==> src/rtl/smma_ram.sv <==
// ----------------------------------------------------------------------------
// smma_ram
// Simple dual-port RAM: one write port, one read port with registered data.
// ----------------------------------------------------------------------------
module smma_ram #(
   parameter int WIDTH = 8,
   parameter int DEPTH = 16,
   localparam int AW = (DEPTH > 1) ? $clog2(DEPTH) : 1
) (
   input  logic             clock,
   input  logic             wr_en,
   input  logic [AW-1:0]    wr_addr,
   input  logic [WIDTH-1:0] wr_data,
   input  logic [AW-1:0]    rd_addr,
   output logic [WIDTH-1:0] rd_data
);

   logic [WIDTH-1:0] mem [DEPTH];

   always_ff @(posedge clock) begin
      if (wr_en) begin
         mem[wr_addr] <= wr_data;
      end
      rd_data <= mem[rd_addr];
   end

endmodule
==> config.mk <==
export PLATFORM = sky130hd
export DESIGN_NAME = smma_ram
export DESIGN_NICKNAME = d
export VERILOG_FILES = /design/src/rtl/smma_ram.sv
export SDC_FILE = /design/constraint.sdc
export NUM_CORES = 1
export LEC_CHECK = 0
export ABC_AREA = 0
export BUFFER_PORTS_ARGS = -buffer_cell sky130_fd_sc_hd__buf_2
export CORE_MARGIN = 5
export CORE_UTILIZATION = 54
export DETAILED_ROUTE_END_ITERATION = 12
export PLACE_DENSITY = 0.74
export SYNTH_ARGS = -nofsm -noshare
export SYNTH_HDL_FRONTEND = slang
export SYNTH_SLANG_ARGS = --single-unit
==> constraint.sdc <==
create_clock -name clock -period 1.7 [get_ports clock]
set_input_delay 0.17 -clock clock [delete_from_list [all_inputs] [get_ports clock]]
set_output_delay 0.17 -clock clock [all_outputs]
set_load 0.01 [all_outputs]
==> results summary <==
The run finished with clean final reports. The time the final worst path needs with I/O delays and setup came out at about 1.4 ns. The effective utilization at floorplan came out at 0.554.

The number of cells upsized or downsized after cts is 0. The combined area of the multi-input logic cells is 1060 sq um. The worst setup path is captured at a flip-flop. The data arrival time at the worst-slack endpoint is ~1.8 ns.

The critical path class is reg -> reg. The number of antenna diodes came out at 0. The die outline area came out at around 12000 sq um.

The setup slack after layout is about 0.31 ns. No sink is reached through more buffers than the 2 on the longest clock path. The number of antenna violations at the first check in global routing came out at 0. In this run the worst path has a maximum fanout of 1.

The final number of max-transition violations came out at 0. The clock insertion delay at the later pin of the skew report is between 0.5 and 0.6 ns. The TritonCTS buffer count came out at 17. TritonCTS built the clock tree. Setup repair after global routing left no endpoint under its margin. Setup violations remaining at the end of the flow were counted as 0. The number of top-level pins is 26.

The share of layout cells above drive strength 1 came out at 0.323. The core area came out at around 9300 sq um. The first-pass GRT wire length came out at roughly 15000 um.

Excluding fillers, the count of instances in the completed layout stands at between 400 and 500. The yosys synthesis warning count is 0. The startpoint identified for the worst register-to-register timing path is mem[1][3]$_DFFE_PP_. The path type of the worst min-delay path is in -> reg. In this design, the largest share of critical-path delay is due to multiplexers. Max-cap violations in this run came to 0.

The root buffer cell chosen for the clock tree is sky130_fd_sc_hd__clkbuf_8. The kind of start point of the critical path is a flip-flop. The critical path goes through mux4_1, a22oi_1, nand2_1. The hold buffer count at CTS is 0. The filler cells instantiated in the layout total about 600. The area of the mapped netlist is between 5000 and 6000 sq um.

Buffers added to address setup during post-CTS repair amount to 0. The net count of the finished layout is approximately 300. The via density per instance came out at roughly 5.7.

For the pin with the worst max-slew slack, the measured transition is ~0.36 ns. The share of the Yosys chip area taken by registers is 0.778. The vias after detailed routing came out at 2439.

The clock-pin transition on the worst setup and hold timing paths is around 0.060 ns. The average cell area after synthesis came out at around 22 sq um. The number of placed instances, taps included, is between 300 and 400. The highest-delay cell along the critical path is sky130_fd_sc_hd__mux4_1.

The number of routed nets with antenna violations came out at 0. For the final database, setup skew stands at 0.00803 ns. The total negative setup slack came out at 0 ns. The standard-cell row count is 35. The overall track demand over capacity in global routing came out at 0.184.

The final routed DRC violation total is 0. The number of global-route vias before repair is 2556. The number of distinct library cell variants in the gate-level netlist after synthesis is 19.

The pin count of the biggest net entering global routing is 33. The area occupied by registers is approximately 4000 sq um. The global placer's final weighted congestion is approximately 0.74.

The routed length per instance is between 20 and 25 um. The detailed-route wire length is 9400 um. Detailed placement finished with a half-perimeter wire length of 5830 um. The die is about 110 um wide.

For this run, the slowest stage of the critical path takes 0.57 ns. The highest achievable clock rate is 0.720 GHz. Counting flops and latches in the post-synthesis netlist gives between 100 and 150.

The overall die height is around 110 um. The leakage power figure is 2.11 nW. The critical hold path startpoint is wr_data[3]. The number of buffer and inverter stages on the critical path came out at 0. The number of port buffers is 25. Across the VDD grid, the largest voltage drop is 0.684 mV.

The critical path data required time came out at about 2.1 ns. The iteration count of the initial detailed-routing pass came out at 4. Clock tree synthesis found a total of 136 sinks. The cell count after synthesis came out at around 230. In the finished design, the share of the clock period the worst path needs comes to 0.817. The number of hold-slack violations in the final timing report is 0. The number of nets in the synthesized netlist is approximately 250. The power per unit of standard cell area came out at 1270 nW/um^2. The layout overhead on the synthesized area came out at 19.6%. In this run the worst setup path begins at mem[1][3]$_DFFE_PP_. The number of design-rule violations left by the first detailed-router iteration came out at about 310.

Timing analysis after detailed placement gives a worst setup slack of between 0.1 and 0.15 ns. The number of H-tree branching levels is 4. For this run the aggregate overflow at the end of global routing stands at 0.

The normalized max-slew margin came out at 0.759.
-- where the power goes --
part           internal, mW  switching [mW]  total (mW)  leakage [nW]
sequential             3.75          0.0243        3.77          1.22
clock                  2.39            1.34        3.72         0.296
combinational         0.157           0.196       0.353         0.595
total                  6.29            1.56        7.85          2.11
-- final cells by class --
class                           instances  share of cell area
Tap cell                              129              0.0262
Multi-Input combinational cell         83               0.172
Clock buffer                           17              0.0672
Sequential cell                       136               0.650
Timing Repair Buffer                   46              0.0520
Clock inverter                         15              0.0327
-- flip-flops by register name (all words and copies together), names as in the netlist --
| name | flops |
|---|---|
| rd_data | 8 |
| mem | 128 |
-- cell families after synthesis --
group                  Yosys count  synth area share
muxes                           32             0.150
and+or+nand+nor                 35            0.0318
buffers and inverters           10            0.0168
DFF                            136             0.778
AOI/OAI and AO/OA               16            0.0233
-- worst paths after layout --
path / slack [ns] / to / cells past startpoint
max: 0.31 / rd_data[3]$_DFF_P_ / 3
min: 0.04 / mem[15][3]$_DFFE_PP_ / 1
max reg2reg: 0.31 / rd_data[3]$_DFF_P_ / 3
min reg2reg: 0.68 / rd_data[4]$_DFF_P_ / 3
-- Yosys cell counts, drive strengths merged --
| cell | n | area, sq um |
|---|---|---|
| buf | 7 | 56.3 |
| and2b | 1 | 7.51 |
| and2 | 1 | 6.26 |
| nand3 | 1 | 5.00 |
| mux4 | 32 | 773 |
| nor2 | 13 | 48.8 |
| nand2b | 2 | 12.5 |
| dfxtp | 8 | 160 |
| edfxtp | 128 | 3840 |
| nor2b | 1 | 6.26 |
| nand2 | 9 | 33.8 |
| clkdlybuf4s25 | 3 | 30.0 |
| nand3b | 2 | 15.0 |
| a22oi | 16 | 120 |
| nor3 | 4 | 20.0 |
| or3b | 1 | 8.76 |
-- per-stage QoR --
step / power [mW] / util / instance area [sq um] / hold WS (ns)
2_1_floorplan: 4.04 / - / 5150 / 0.269
3_3_place_gp: 4.18 / 0.597 / 5540 / 0.553
3_5_place_dp: 4.20 / 0.597 / 5540 / 0.563
4_1_cts: 7.91 / 0.663 / 6160 / 0.0215
5_1_grt: 8.12 / 0.663 / 6160 / 0.0252
6_report: 7.85 / 0.663 / 6160 / 0.0443
-- layer usage --
layer,vias to the layer above,GRT usage,wire [um]
met3,8,0.0624,788
met5,-,0,0
met4,0,0.0541,89
li1,1082,-,-
met2,109,0.283,4690
met1,1240,0.252,3830
-- layout by cell type, fill, tap and decap left out --
| cell type | instances |
|---|---|
| sky130_fd_sc_hd__and2b_1 | 1 |
| sky130_fd_sc_hd__nand3_1 | 1 |
| sky130_fd_sc_hd__or3b_2 | 1 |
| sky130_fd_sc_hd__nand3b_1 | 2 |
| sky130_fd_sc_hd__clkbuf_8 | 1 |
| sky130_fd_sc_hd__nor3_1 | 4 |
| sky130_fd_sc_hd__buf_12 | 3 |
| sky130_fd_sc_hd__dfxtp_1 | 8 |
| sky130_fd_sc_hd__clkinv_1 | 1 |
| sky130_fd_sc_hd__nand2b_1 | 2 |
| sky130_fd_sc_hd__clkinvlp_4 | 2 |
| sky130_fd_sc_hd__a22oi_1 | 16 |
| sky130_fd_sc_hd__buf_4 | 18 |
| sky130_fd_sc_hd__bufinv_16 | 4 |
| sky130_fd_sc_hd__clkbuf_16 | 16 |
| sky130_fd_sc_hd__clkinv_4 | 4 |
| sky130_fd_sc_hd__mux4_2 | 18 |
| sky130_fd_sc_hd__inv_6 | 2 |
| sky130_fd_sc_hd__buf_2 | 25 |
| sky130_fd_sc_hd__clkinv_2 | 2 |
| sky130_fd_sc_hd__and2_1 | 1 |
| sky130_fd_sc_hd__edfxtp_1 | 128 |
| sky130_fd_sc_hd__nor2_1 | 13 |
| sky130_fd_sc_hd__mux4_1 | 14 |
| sky130_fd_sc_hd__nand2_1 | 9 |
| sky130_fd_sc_hd__nor2b_1 | 1 |
No activity file was read; power rests on OpenSTA's default activity.
